`src/rtl/assert_macros.svh`:
```
// ----------------------------------------------------------------------------
// assert_macros.svh
// Concurrent assertion shorthands used by the monitor top level.
// ----------------------------------------------------------------------------
`ifndef ASSERT_MACROS_SVH
`define ASSERT_MACROS_SVH

// Property checked on every rising edge, off while reset is asserted.
`define SAM_ASSERT(lbl, clk, rst_n, prop, msg) \
	lbl: assert property (@(posedge clk) disable iff (!(rst_n)) (prop)) else $error(msg);

// Implication: the consequent is checked in the cycle after the antecedent.
`define SAM_ASSERT_NEXT(lbl, clk, rst_n, ante, cons, msg) \
	lbl: assert property (@(posedge clk) disable iff (!(rst_n)) (ante) |=> (cons)) \
		else $error(msg);

`endif

```
`src/rtl/sam_pkg.sv`:
```
// ----------------------------------------------------------------------------
// sam_pkg
// Types and constants of the speed agreement monitor.
// ----------------------------------------------------------------------------
package sam_pkg;

	// register reset values
	localparam logic [7:0] MIN_GPS_RESET = 8'd40;
	localparam logic [6:0] DEV_PCT_RESET = 7'd11;
	localparam logic [9:0] RUN_LEN_RESET = 10'd300;
	localparam logic [7:0] PCT_SCALE     = 8'd100;

	// register index codes (paddr[3:2])
	localparam logic [1:0] REG_MIN_GPS = 2'd0;
	localparam logic [1:0] REG_DEV_PCT = 2'd1;
	localparam logic [1:0] REG_RUN_LEN = 2'd2;

	localparam int CNT_W = 10;

	typedef enum logic [1:0] {
		ALU_ABSDIFF,
		ALU_MUL,
		ALU_SUB,
		ALU_GE
	} alu_op_t;

	typedef struct packed {
		alu_op_t     op;
		logic [31:0] a;
		logic [31:0] b;
	} alu_req_t;

	typedef enum logic [2:0] {
		S_IDLE,
		S_DIFF,
		S_LHS,
		S_RHS,
		S_CMP,
		S_START,
		S_RD,
		S_LOAD
	} state_t;

endpackage

```
`src/rtl/sam_alu.sv`:
```
// ----------------------------------------------------------------------------
// sam_alu
// Shared arithmetic unit: absolute difference, 8x8 multiply, subtract, compare.
// ----------------------------------------------------------------------------
module sam_alu (
	input  sam_pkg::alu_req_t req,
	output logic [31:0]       result
);
	import sam_pkg::*;

	logic        ge;
	logic [15:0] prod;

	assign ge   = (req.a >= req.b);
	assign prod = req.a[7:0] * req.b[7:0];

	always_comb begin
		unique case (req.op)
			ALU_ABSDIFF: result = ge ? (req.a - req.b) : (req.b - req.a);
			ALU_MUL:     result = {16'd0, prod};
			ALU_SUB:     result = req.a - req.b;
			ALU_GE:      result = {31'd0, ge};
			default:     result = '0;
		endcase
	end

endmodule

```
`src/rtl/sam_pair_mem.sv`:
```
// ----------------------------------------------------------------------------
// sam_pair_mem
// Speed pair store, one write and one registered read port.
// ----------------------------------------------------------------------------
module sam_pair_mem #(
	parameter int DEPTH = 60,
	parameter int IDX_W = 6
) (
	input  logic             clk,
	input  logic             wr_en,
	input  logic [IDX_W-1:0] wr_addr,
	input  logic [15:0]      wr_data,
	input  logic [IDX_W-1:0] rd_addr,
	output logic [15:0]      rd_data
);

	logic [15:0] mem [DEPTH];

	always_ff @(posedge clk) begin
		if (wr_en) begin
			mem[wr_addr] <= wr_data;
		end
	end

	always_ff @(posedge clk) begin
		rd_data <= mem[rd_addr];
	end

endmodule

```
`src/rtl/speed_agreement_monitor_top.sv`:
```
// ----------------------------------------------------------------------------
// speed_agreement_monitor_top
// Compares wheel-pulse and GPS speed once per sample and reports long runs.
// ----------------------------------------------------------------------------
// Usage:
//  - Input stream (s_*): one transfer per per-second sample. s_tready is high
//    only while the sequencer is idle; one sample at a time is processed.
//  - An ignored sample returns straight to idle, a non-qualifying one after the
//    difference step; the agreement check goes through one shared ALU (abs
//    difference, two 8x8 products, compare), one step per cycle.
//  - When a run completes, S_START forms the start time, then the STORED_PAIRS
//    results stream out, each through a store read (S_RD) and an output
//    register load (S_LOAD).
//  - Output stream (m_*): m_tlast marks the final pair of a record. A stalled
//    receiver holds the output register and the sequencer waits; the next
//    sample is accepted while the final pair still waits.
//  - APB port: three registers at 0x0, 0x4, 0x8, writable only while idle; this
//    binds the user, the block itself does not enforce it. Reset (arst_n low)
//    restores register defaults, clears both run counters and the fault flag,
//    and enables recording. The pair store is not cleared.
module speed_agreement_monitor_top #(
	parameter int STORED_PAIRS = 60
) (
	input  logic        clk,
	input  logic        arst_n,
	// APB configuration
	input  logic        psel,
	input  logic        penable,
	input  logic        pwrite,
	input  logic [3:0]  paddr,
	input  logic [31:0] pwdata,
	output logic [31:0] prdata,
	output logic        pready,
	// sample stream
	input  logic        s_tvalid,
	output logic        s_tready,
	// [7:0] pulse_second_speed, [15:8] pulse_instant_speed, [23:16] gps_speed,
	// [24] nav_fix, [25] midnight, [57:26] time_now, [63:58] zero
	input  logic [63:0] s_tdata,
	// record stream
	output logic        m_tvalid,
	input  logic        m_tready,
	// [0] record_status, [32:1] start_time, [64:33] end_time, [70:65] pair_index,
	// [78:71] pair_pulse_speed, [86:79] pair_gps_speed, [87] fault_flag
	output logic [87:0] m_tdata,
	output logic        m_tlast
);
	import sam_pkg::*;

	localparam int IDX_W = (STORED_PAIRS > 1) ? $clog2(STORED_PAIRS) : 1;
	localparam logic [IDX_W-1:0] LAST_IDX = IDX_W'(STORED_PAIRS - 1);
	localparam logic [CNT_W-1:0] PAIRS_CNT = CNT_W'(STORED_PAIRS);

	// configuration registers
	logic [7:0]       min_gps_q;
	logic [6:0]       dev_pct_q;
	logic [CNT_W-1:0] run_len_q;

	// run state
	logic [CNT_W-1:0] abn_run_q, nor_run_q;
	logic             enabled_q, status_q, rec_abn_q;

	// latched sample
	logic [7:0]  ps_q, pi_q, gs_q;
	logic        fix_q;
	logic [31:0] now_q;

	// arithmetic scratch
	logic [31:0] acc_q;
	logic [15:0] lhs_q;
	logic [31:0] start_q;
	logic [IDX_W-1:0] idx_q;

	// output register
	logic        m_valid_q, m_last_q;
	logic [87:0] m_data_q;

	state_t state_q, state_d;

	alu_req_t    alu_req;
	logic [31:0] alu_res;

	logic             cfg_wr, s_xfer, out_free, qualifies, abnormal;
	logic [CNT_W-1:0] cnt_new, cnt_m1;
	logic             store_en, emit;
	logic [15:0]      rd_pair;

	assign pready   = 1'b1;
	assign cfg_wr   = psel && penable && pwrite && pready;
	assign s_tready = (state_q == S_IDLE);
	assign s_xfer   = s_tvalid && s_tready;
	assign out_free = !m_valid_q || m_tready;

	assign m_tvalid = m_valid_q;
	assign m_tdata  = m_data_q;
	assign m_tlast  = m_last_q;

	// APB read mux
	always_comb begin
		unique case (paddr[3:2])
			REG_MIN_GPS: prdata = {24'd0, min_gps_q};
			REG_DEV_PCT: prdata = {25'd0, dev_pct_q};
			REG_RUN_LEN: prdata = {22'd0, run_len_q};
			default:     prdata = '0;
		endcase
	end

	always_ff @(posedge clk or negedge arst_n) begin
		if (!arst_n) begin
			min_gps_q <= MIN_GPS_RESET;
			dev_pct_q <= DEV_PCT_RESET;
			run_len_q <= RUN_LEN_RESET;
		end else if (cfg_wr) begin
			unique case (paddr[3:2])
				REG_MIN_GPS: min_gps_q <= pwdata[7:0];
				REG_DEV_PCT: dev_pct_q <= pwdata[6:0];
				REG_RUN_LEN: run_len_q <= pwdata[CNT_W-1:0];
				default: ;
			endcase
		end
	end

	// qualification and counter step, evaluated in S_DIFF / S_CMP
	assign qualifies = (gs_q > min_gps_q) && (ps_q != 8'd0) && (pi_q != 8'd0) && fix_q;
	assign abnormal  = alu_res[0];
	assign cnt_new   = (abnormal ? abn_run_q : nor_run_q) + CNT_W'(1);
	assign cnt_m1    = cnt_new - CNT_W'(1);
	assign store_en  = (state_q == S_CMP) && (cnt_new <= PAIRS_CNT);
	assign emit      = (state_q == S_CMP) && (cnt_new > PAIRS_CNT) && (cnt_new >= run_len_q);

	sam_alu u_alu (
		.req    (alu_req),
		.result (alu_res)
	);

	sam_pair_mem #(
		.DEPTH (STORED_PAIRS),
		.IDX_W (IDX_W)
	) u_mem (
		.clk     (clk),
		.wr_en   (store_en),
		.wr_addr (cnt_m1[IDX_W-1:0]),
		.wr_data ({gs_q, ps_q}),
		.rd_addr (idx_q),
		.rd_data (rd_pair)
	);

	// sequencer state register
	always_ff @(posedge clk or negedge arst_n) begin
		if (!arst_n) begin
			state_q <= S_IDLE;
		end else begin
			state_q <= state_d;
		end
	end

	// next state and ALU operand selection
	always_comb begin
		state_d     = state_q;
		alu_req.op  = ALU_ABSDIFF;
		alu_req.a   = {24'd0, ps_q};
		alu_req.b   = {24'd0, gs_q};
		unique case (state_q)
			S_IDLE: begin
				if (s_xfer && (s_tdata[25] || enabled_q)) state_d = S_DIFF;
			end
			S_DIFF: begin
				state_d = qualifies ? S_LHS : S_IDLE;
			end
			S_LHS: begin
				alu_req.op = ALU_MUL;
				alu_req.a  = acc_q;
				alu_req.b  = {24'd0, PCT_SCALE};
				state_d    = S_RHS;
			end
			S_RHS: begin
				alu_req.op = ALU_MUL;
				alu_req.a  = {25'd0, dev_pct_q};
				alu_req.b  = {24'd0, gs_q};
				state_d    = S_CMP;
			end
			S_CMP: begin
				alu_req.op = ALU_GE;
				alu_req.a  = {16'd0, lhs_q};
				alu_req.b  = acc_q;
				state_d    = emit ? S_START : S_IDLE;
			end
			S_START: begin
				alu_req.op = ALU_SUB;
				alu_req.a  = now_q;
				alu_req.b  = {22'd0, run_len_q};
				state_d    = S_RD;
			end
			S_RD: begin
				state_d = S_LOAD;
			end
			S_LOAD: begin
				if (out_free) state_d = (idx_q == LAST_IDX) ? S_IDLE : S_RD;
			end
			default: state_d = S_IDLE;
		endcase
	end

	// run control state
	always_ff @(posedge clk or negedge arst_n) begin
		if (!arst_n) begin
			abn_run_q <= '0;
			nor_run_q <= '0;
			enabled_q <= 1'b1;
			status_q  <= 1'b0;
		end else begin
			if (s_xfer && s_tdata[25]) enabled_q <= 1'b1;
			if (state_q == S_DIFF && !qualifies) begin
				abn_run_q <= '0;
				nor_run_q <= '0;
			end
			if (state_q == S_CMP) begin
				if (abnormal) begin
					nor_run_q <= '0;
					abn_run_q <= emit ? '0 : cnt_new;
				end else begin
					abn_run_q <= '0;
					nor_run_q <= emit ? '0 : cnt_new;
				end
				if (emit) begin
					enabled_q <= 1'b0;
					status_q  <= abnormal;
				end
			end
		end
	end

	// sample latch and arithmetic scratch
	always_ff @(posedge clk) begin
		if (s_xfer) begin
			ps_q  <= s_tdata[7:0];
			pi_q  <= s_tdata[15:8];
			gs_q  <= s_tdata[23:16];
			fix_q <= s_tdata[24];
			now_q <= s_tdata[57:26];
		end
		case (state_q)
			S_DIFF:  acc_q   <= alu_res;
			S_LHS:   lhs_q   <= alu_res[15:0];
			S_RHS:   acc_q   <= alu_res;
			S_START: start_q <= alu_res;
			default: ;
		endcase
		if (emit) rec_abn_q <= abnormal;
	end

	// pair index walk
	always_ff @(posedge clk or negedge arst_n) begin
		if (!arst_n) begin
			idx_q <= '0;
		end else if (state_q == S_START) begin
			idx_q <= '0;
		end else if (state_q == S_LOAD && out_free && idx_q != LAST_IDX) begin
			idx_q <= idx_q + IDX_W'(1);
		end
	end

	// output register
	always_ff @(posedge clk or negedge arst_n) begin
		if (!arst_n) begin
			m_valid_q <= 1'b0;
			m_last_q  <= 1'b0;
		end else if (state_q == S_LOAD && out_free) begin
			m_valid_q <= 1'b1;
			m_last_q  <= (idx_q == LAST_IDX);
		end else if (m_tready) begin
			m_valid_q <= 1'b0;
		end
	end

	always_ff @(posedge clk) begin
		if (state_q == S_LOAD && out_free) begin
			m_data_q <= {status_q, rd_pair[15:8], rd_pair[7:0], 6'(idx_q),
				now_q, start_q, rec_abn_q};
		end
	end

	`include "assert_macros.svh"

	`SAM_ASSERT(a_one_run_active, clk, arst_n, !(abn_run_q != '0 && nor_run_q != '0), "both run counters nonzero")
	`SAM_ASSERT(a_last_index, clk, arst_n, !(m_tvalid && m_tlast) || (m_tdata[70:65] == 6'(LAST_IDX)), "tlast on wrong pair index")
	`SAM_ASSERT_NEXT(a_emit_disables, clk, arst_n, emit, (state_q == S_START) && !enabled_q, "record start without disable")

endmodule

```
`config.mk`:
```
export PLATFORM = sky130hd
export DESIGN_NAME = speed_agreement_monitor_top
export DESIGN_NICKNAME = d
export VERILOG_FILES = /design/src/rtl/sam_pkg.sv /design/src/rtl/sam_alu.sv /design/src/rtl/sam_pair_mem.sv /design/src/rtl/speed_agreement_monitor_top.sv
export VERILOG_INCLUDE_DIRS = /design/src /design/src/rtl
export SDC_FILE = /design/constraint.sdc
export NUM_CORES = 1
export LEC_CHECK = 0
export BUFFER_PORTS_ARGS = -buffer_cell sky130_fd_sc_hd__buf_2
export CAP_MARGIN = 10
export CORE_AREA = 8 8 230 452
export DETAILED_ROUTE_END_ITERATION = 10
export DIE_AREA = 0 0 238 460
export HOLD_SLACK_MARGIN = 0.12
export PLACE_DENSITY = 0.76
export SYNTH_ARGS = -nofsm -noshare
export SYNTH_HDL_FRONTEND = slang
export SYNTH_SLANG_ARGS = --single-unit
```
`constraint.sdc`:
```
create_clock -name clk -period 8.8 [get_ports clk]
set_input_delay 0.44 -clock clk [delete_from_list [all_inputs] [get_ports clk]]
set_output_delay 0.44 -clock clk [all_outputs]
set_load 0.005 [all_outputs]
```
## Word level (Yosys, flattened, before mapping)

Memory sizes are Yosys's and may differ from the RTL's. A register that Yosys moved wholly into a read port is not among the register bits.
Index checks and enable logic that the tools add are counted.

- Register bits after elaboration: 284
- Bits in latches: 0
- Memory bits (writable): 960
- ROM bits: 0
- Bits of input ports: 107
- Output and inout bits: 124
- Word-level logic and storage cells: 107
- Memories kept: 1

- Add/subtract/negate cells: 5
- Multiply operators: 1
- Div/mod/pow operators: 0
- $lt $le $gt $ge: 5
- Equality and inequality tests: 16
- Shift operators: 0
- Muxes and demuxes: 26
- Bitwise gates (word level): 0
- Reduce and logical (&&, ||, !) cells: 32

Memory list:

| name | words | width | rd ports | clocked after memory_dff | wr ports | RTL line | text |
|---|---|---|---|---|---|---|---|
| u_mem.mem | 60 | 16 | 1 | 1 | 1 | sam_pair_mem.sv:17 | `logic [15:0] mem [DEPTH];` |

Operators with widths:

| operator | number |
|---|---|
| $pmux 66 s4 | 1 |
| $pmux 32 s4 | 1 |
| $mux 10 | 7 |
| $sub 32x32->32 | 2 |
| $ge 32x32->1 | 1 |
| $mux 32 | 1 |
| $pmux 10 s3 | 1 |
| $pmux 3 s8 | 1 |
| $mul 8x8->16 | 1 |
| $reduce_bool 8->1 | 2 |
| $logic_and 1x1->1 | 14 |
| $eq 3x3->1 const B | 4 |
| $mux 3 | 4 |
| $mux 6 | 2 |
| $add 10x1->10 const B | 1 |
| $ge 10x10->1 | 1 |
| $gt 10x6->1 const B | 1 |
| $le 10x6->1 const B | 1 |
| $reduce_and 2->1 | 5 |
| $gt 8x8->1 | 1 |
| $mux 1 | 7 |
| $add 6x1->6 const B | 1 |
| $eq 2x2->1 const B | 3 |
| $eq 3x2->1 const B | 2 |
| other kinds (14) | 20 |

## Logic depth before layout (Yosys ltp)

Gate-level depths: netlist (run 1).

- Depth after elaboration: 13
- Mapped depth: 36
- Gate-level depth less buffers: 29

## Hierarchy

From an unflattened synthesis (run 1), not the netlist that was laid out.

- Cell total of the unflattened synthesis: 3340
- Area total of the unflattened synthesis: 54522.3 um^2

Modules (own cells, without submodules):

| module | instances | cells an instance | area an instance (um^2) | sequential area each (um^2) |
|---|---|---|---|---|
| sam_pair_mem | 1 | 1709 | 37213.2 | 29148.0 |
| speed_agreement_monitor_top | 1 | 796 | 11512.3 | 8250.4 |
| sam_alu | 1 | 835 | 5796.8 | 0.0 |

## Worst setup path after synthesis (run 1)

Ideal clock, no wire load.

- Kind: reg-to-reg
- Start point: reg state_q[0]
- End point: mem u_mem.mem[37][0], enable pin
- Library setup time: 0.430 ns
- Arrival time: 8.544 ns
- Data required time: 8.370 ns
- Path slack: -0.174 ns
- Cell stages (with the launch flop): 29
- Buffers on the path: 4
- Period minus slack after synthesis: 8.974 ns
- Cell sequence: dfrtp_1 clkinv_1 nor2_1 and2_1 a221o_1 ha_1 buf_6 nor3b_1 nor3_4 a21oi_2 a2111oi_4 o21ai_4 o21ai_4 clkbuf_1 nand2_1 nand2_1 clkbuf_1 ha_1 nand3_1 nor3_1 nand3_1 o21a_1 o21ai_0 mux2i_1 or4_4 nor2_4 nand3_1 buf_2 nor4_1

- Longest elaborated chain between the ends: 11
- Elaborated cells between the ends (all ways): 22
- Those cells by class: 4 x add/sub; 1 x mul; 2 x order compare; 7 x eq/ne; 6 x mux; 2 x reduce/logical

Ends and longest elaborated chain:

| what | RTL line | text |
|---|---|---|
| start, declared | speed_agreement_monitor_top.sv:78 | `state_t state_q, state_d;` |
| start signal, assigned | speed_agreement_monitor_top.sv:153 | `state_q <= state_d;` |
| branches (longest 11 deep; another with $mul 8x8->16) | -- |  |
| end, declared | sam_pair_mem.sv:17 |  |

Several ways; the timed one is not identified.

## Worst setup path after layout (run 1)

- Start point: reg state_q[1]
- End point: mem u_mem.mem[26][3], enable pin

The elaborated chain is that of the path after synthesis.

==> results of run 1 <==
[cell usage in the layout (no fill, tap or decap), drive strengths merged, types with 22 or more instances in the layout]
cell | netlist | layout
a21o | 37 | 37
a21oi | 103 | 103
a22o | 38 | 38
a22oi | 23 | 23
buf | 76 | 328
clkbuf | 114 | 126
clkinv | 1 | 36
conb | 2 | 23
dfrtp | 48 | 48
dlygate4sd3 | 0 | 71
edfxtp | 1186 | 1186
fa | 38 | 38
ha | 128 | 128
inv | 160 | 162
mux2i | 34 | 34
mux4 | 305 | 305
nand2 | 161 | 161
nand3 | 34 | 34
nor2 | 143 | 143
nor3 | 32 | 32
nor4 | 31 | 31
o21ai | 96 | 96
o21bai | 22 | 22
o22ai | 22 | 22
xnor2 | 23 | 23
[through the flow]
stage | hold WS [ns] | worst slack [ns] | utilization, %
2_1_floorplan | 0.144 | -0.174 | -
3_3_place_gp | 0.387 | 0.697 | 58.8
3_5_place_dp | 0.389 | 0.473 | 58.8
4_1_cts | 0.257 | 0.419 | 63.1
5_1_grt | 0.346 | 0.134 | 63.1
6_report | 0.324 | 0.434 | 63.1
[registers in the layout, indices dropped and copies added, names as in the netlist, 3 cells and up]
register and flops:
ps_q 8, now_q 32, u_mem.rd_data 16, start_q 32, u_mem.mem 960, nor_run_q 10
state_q 3, abn_run_q 10, acc_q 32, m_tdata 88, gs_q 8, lhs_q 16
run_len_q 10, min_gps_q 8, pi_q 8, dev_pct_q 7, idx_q 6
[how the worst min path moves through the flow]
stage	to	slack, ns	startpoint	depth (start not counted)
after floorplan	abn_run_q[0]	0.14	arst_n	0
after global placement	m_tdata[81]	0.39	u_mem.rd_data[10]	0
after detailed placement	m_tdata[75]	0.39	u_mem.rd_data[4]	0
after CTS	run_len_q[2]	0.26	penable	5
after global routing	run_len_q[2]	0.35	penable	5
final	run_len_q[2]	0.32	penable	5
[layout make-up]
class                           count  share of cell area [%]
Clock inverter                     60                    1.27
Multi-Input combinational cell   1516                    25.5
Tap cell                         1320                    2.66
Sequential cell                  1260                    60.3
Antenna cell                        2                 0.00807
Inverter                          161                   0.978
Clock buffer                      126                    4.29
Timing Repair Buffer              399                    4.97
[worst max-delay path: cells and delay by family, from the launching register on]
kind | cells | cell delay (ns)
simple gates | 13 | 3.65
compound gates | 8 | 1.97
buf+inv | 3 | 0.95
fa+ha+maj | 2 | 0.70
flops | 1 | 0.60
mux | 1 | 0.11
[metal layers]
metal,wire length [um],vias up
met5,21,-
met4,11100,4
met3,7650,350
met2,76000,1264
met1,44800,15208
li1,-,12890
[repair_timing]
action / 4_1_cts / 5_1_grt
endpoints found under the hold margin: 133 / 0
resized for setup: 0 / 1
hold buffers: 71 / 0
setup endpoints to repair: 0 / 128
[power by group through the flow]
stage | sequential, mW | clock [mW] | combinational [mW]
after floorplan | 7.53 | 0 | 6.18
after global placement | 7.75 | 0 | 9.23
after detailed placement | 7.76 | 0 | 9.32
after CTS | 7.64 | 4.83 | 9.43
after global routing | 7.68 | 5.04 | 10.0
final | 7.63 | 4.77 | 9.45
[cells by family after synthesis]
group | Yosys count | share of synthesized area [%]
flops | 1260 | 68.9
simple gates | 480 | 4.11
compound gates | 451 | 5.67
mux | 352 | 13.6
buf+inv | 351 | 2.67
fa+ha+maj | 166 | 4.35
xor+xnor | 44 | 0.710
other cells | 2 | 0.0138
==> impl_metrics.ini, run 1 <==
[logic_synthesis]
synth_area_leaders = edfxtp_1 (66%), mux4_2 (13%), ha_1 (3.0%)
synthArstFlopShare_pct = 4.60
synth_most_common_cell = edfxtp_1
synth_top_cell_area_share_pct = 65.6
syn_inst = 3106
yosysTopAreaCell = edfxtp_1
synth_area_um2 = 54300
syn_avg_cell_area_um2 = 17.5
yosysSeqAreaShare_pct = 68.9
ys_ff_latch = 1260
synthTopCellsByCount = edfxtp_1 (1186), mux4_2 (305), nand2_1 (161)
yosysWarningCount = 0
synth_edf_count = 1186
synth_ff_type = edfxtp_1
ys_types = 75

[worst_setup_path]
arrival_ns = 8.73
cp_max_fo = 21
crit_path_start = state_q[1]
reg2reg_slack_ns = 0.43
worstPathRequired_ns = 9.16
timing.rr.end = u_mem.mem[26][3]
reg2reg_from = state_q[1]
crit_top_cell = nand2_1
end_kind = flip-flop
rr_worst_depth = 27
critical-path-max-stage-delay_ns = 0.60
crit_path_start_kind = flip-flop
crit_type = flip-flop to flip-flop
crit_path_end = u_mem.mem[26][3]
cp_slowest_cell = dfrtp_1

[placement]
dp_cells = 4585
io_buffers = 177
hpwl_um = 94300
gp_congestion = 0.973
dpl-instance-area_um2 = 57800

[clock_network]
clockBufferDepth = 3
cts_tree = yes
clockRootBuffer = clkbuf_16
path_clk_slew_ns = 0.07
numCtsBuffers = 100
clock-sinks = 1260
cts_setup_buffers = 0
cts_max_level = 3
insertion_delay_ns = 0.70

[layout]
seqCellArea_um2 = 37400
final_net_count = 3711
fin_area_um2 = 62000
drive_above_1_share_pct = 25.1
multi_input_area_um2 = 15800
areaGrowthSynthToFinish_pct = 14.3
finalNonFillerCells = 4844
fill_cells = 6854

[global_routing]
overflow = 0
grt_antenna_before_repair = 3
grt_use_total_pct = 25.6
grt_pass1_wl_um = 205000
grt.met3_usage_pct = 4.24
grt_pass1_vias = 31730
top_usage_layer = met2
grtUsageMet2_pct = 48.0
grt_max_degree = 93
met1_usage_pct = 25.4

[pwr]
power.leakage_nw = 21.6
switchingPower_mw = 8.18
pwr-share-clk_pct = 21.8
p_seq_share_pct = 34.9
report.power.total_mw = 21.8
ir_worst_vdd_v = 0.000420
sw_frac_of_total_pct = 37.5
power_frac_comb_pct = 43.2
cellPowerDensity_nw_per_um2 = 352
internal_power_mw = 13.7

[outcome]
status = complete, no violations

[detailed_routing]
antenna_left = 0
routed_wl_um = 140000
vias = 29716
wl_per_cell_um = 28.8
drc = 0
drt_pass1_iterations = 5
drtIter0Drc = 2397
vias_per_cell = 6.13

[job]
cap_violations = 0

[hold_path]
hp-class = primary input to flip-flop

[sta]
period_needed_ns = 8.37
fin_worst_skew_ns = 0.0329
hold_viol = 0
min_period_over_period_pct = 95.1
fmax_ghz = 0.120
relSlewSlack_pct = 10.3
rsz0062_at_grt = false
report.final.setup_viol = 0
setup_total_negative_slack_ns = 0
worst_slew_pin_slew_ns = 1.33
slew_viol_final = 0

[die]
ioPinCount = 231
start_util_pct = 55.2
die_area_um2 = 109000
design.core.area_um2 = 98300
fp.dieW_um = 238
rows = 163
die_h_um = 460
(Power assumes the default switching activity.)
==> run 2: changes to the inputs <==
--- a/config.mk
+++ b/config.mk
@@ -8,11 +8,11 @@
 export LEC_CHECK = 0
 export BUFFER_PORTS_ARGS = -buffer_cell sky130_fd_sc_hd__buf_2
 export CAP_MARGIN = 10
-export CORE_AREA = 8 8 230 452
+export CORE_AREA = 8 8 222 437
 export DETAILED_ROUTE_END_ITERATION = 10
-export DIE_AREA = 0 0 238 460
+export DIE_AREA = 0 0 230 445
 export HOLD_SLACK_MARGIN = 0.12
-export PLACE_DENSITY = 0.76
+export PLACE_DENSITY = 0.77
 export SYNTH_ARGS = -nofsm -noshare
 export SYNTH_HDL_FRONTEND = slang
 export SYNTH_SLANG_ARGS = --single-unit
==> constraint.sdc (replaced) <==
create_clock -name clk -period 9.05 [get_ports clk]
set_input_delay 0.4525 -clock clk [delete_from_list [all_inputs] [get_ports clk]]
set_output_delay 0.4525 -clock clk [all_outputs]
set_load 0.005 [all_outputs]
==> impl_metrics.ini, run 2 (same netlist as run 1, synthesis figures left out) <==
[outcome]
status = complete, no violations

[placement]
io_buffers = 177
place_ws_ns = 0.476
hpwl_um = 82600
gp_congestion = 0.936
dp_cells = 4438

[clock_network]
cts_tree = yes
cts_setup_buffers = 0
insertion_delay_ns = 0.73
clockRootBuffer = clkbuf_16
clock-sinks = 1260
numCtsBuffers = 103
cts_max_level = 3
path_clk_slew_ns = 0.08
clockBufferDepth = 3

[worst_setup_path]
crit_top_cell = buf_4
cp_max_fo = 21
crit_path_start_kind = flip-flop
critical-path-max-stage-delay_ns = 0.71
arrival_ns = 9.13
worstPathRequired_ns = 9.46
crit_type = flip-flop to flip-flop
end_kind = flip-flop
cp_slowest_cell = nor4_4

[sta]
fin_worst_skew_ns = 0.0661
slew_viol_final = 0
relSlewSlack_pct = 21.2
report.final.setup_viol = 0
worst_slew_pin_slew_ns = 1.18
rsz0062_at_grt = false
fmax_ghz = 0.115
period_needed_ns = 8.72
setup_total_negative_slack_ns = 0
min_period_over_period_pct = 96.3
hold_viol = 0
setup_ws_ns = 0.332

[detailed_routing]
routed_wl_um = 143000
vias_per_cell = 6.60
wl_met2_um = 72200
vias = 31024
dr_wl_met3_um = 12600
antenna_left = 0
drtIter0Drc = 3725
wl_met1_um = 52700
drc = 0
drt_pass1_iterations = 6
routed.top_layer = met4
wl_per_cell_um = 30.3

[die]
design.core.area_um2 = 91100
fp.dieW_um = 230
rows = 157
die_area_um2 = 102000
start_util_pct = 59.5
ioPinCount = 231
die_h_um = 445

[pwr]
ir_worst_vdd_v = 0.000400
power.leakage_nw = 21.5
cellPowerDensity_nw_per_um2 = 342

[layout]
regMostFlops = u_mem.mem
mostFrequentLayoutCells = edfxtp_1 (1186), mux4_2 (305), buf_2 (177)
fill_cells = 5753
areaGrowthSynthToFinish_pct = 13.2
drive_above_1_share_pct = 24.8
final_net_count = 3695
finalNonFillerCells = 4700
final_common_cell = edfxtp_1
largest_reg_flops = 960

[job]
cap_violations = 0

[global_routing]
overflow = 0
grt_pass1_wl_um = 209000
grt_pass1_vias = 31424
grt_antenna_before_repair = 1
grt_max_degree = 154
grt_use_total_pct = 27.6

[hold_path]
hp-class = primary input to flip-flop
==> run 2: layout make-up <==
cell class	count	area (um2)	share of cell area [%]
clock buffer	128	2740	4.47
antenna	2	5.00	0.00815
multi-input combinational	1516	15800	25.7
clock inverter	61	774	1.26
sequential	1260	37400	60.9
inverter	161	607	0.988
timing repair buffer	380	2610	4.25
tap	1192	1490	2.43
==> run 2: path summary, 6_finish.rpt <==
check / from / slack, ns / end / depth (start not counted)
hold / removal: penable / 0.39 / run_len_q[3] / 5
hold reg to reg: start_q[30] / 0.42 / m_tdata[31] / 0
setup / recovery: state_q[2] / 0.33 / u_mem.mem[36][1] / 28
min in group asynchronous: arst_n / 0.46 / min_gps_q[6] / 3
max in group asynchronous: arst_n / 7.98 / idx_q[3] / 3
setup reg to reg: state_q[2] / 0.33 / u_mem.mem[36][1] / 28
==> run 2: routing by layer <==
metal | vias to the layer above | GRT usage, %
met5 | - | 0
met4 | 0 | 10.6
met3 | 275 | 4.70
met2 | 1894 | 46.1
met1 | 16013 | 36.3
li1 | 12842 | -
==> run 2: through the flow <==
step	utilization [%]	total power [mW]	hold WS, ns	area, um2
after floorplan	-	13.3	0.157	54300
after global placement	62.7	16.0	0.388	57200
after detailed placement	62.7	16.2	0.396	57200
after CTS	67.4	20.9	0.282	61400
after global routing	67.4	21.9	0.415	61400
final	67.4	21.0	0.391	61400
==> run 2: what timing repair did <==
| action | CTS | global route |
|---|---|---|
| endpoints found under the setup margin | 0 | 187 |
| gates resized for setup | 0 | 2 |
| endpoints found under the hold margin | 133 | 0 |
| hold buffers | 71 | 0 |
==> run 2: report_power, final <==
part	internal [mW]	total (mW)	switching (mW)
Combinational	3.52	8.88	5.37
Clock	2.60	4.70	2.10
Sequential	7.09	7.42	0.326
Total	13.2	21.0	7.79
==> run 2: critical path: cells and delay by family, from the launching register on <==
family                     cells  cell delay, ns
DFF                            1            0.60
AOI/OAI and AO/OA              6            1.26
muxes                          2            0.23
adders and majority gates      2            0.61
buffers and inverters          7            2.00
and+or+nand+nor               11            3.71
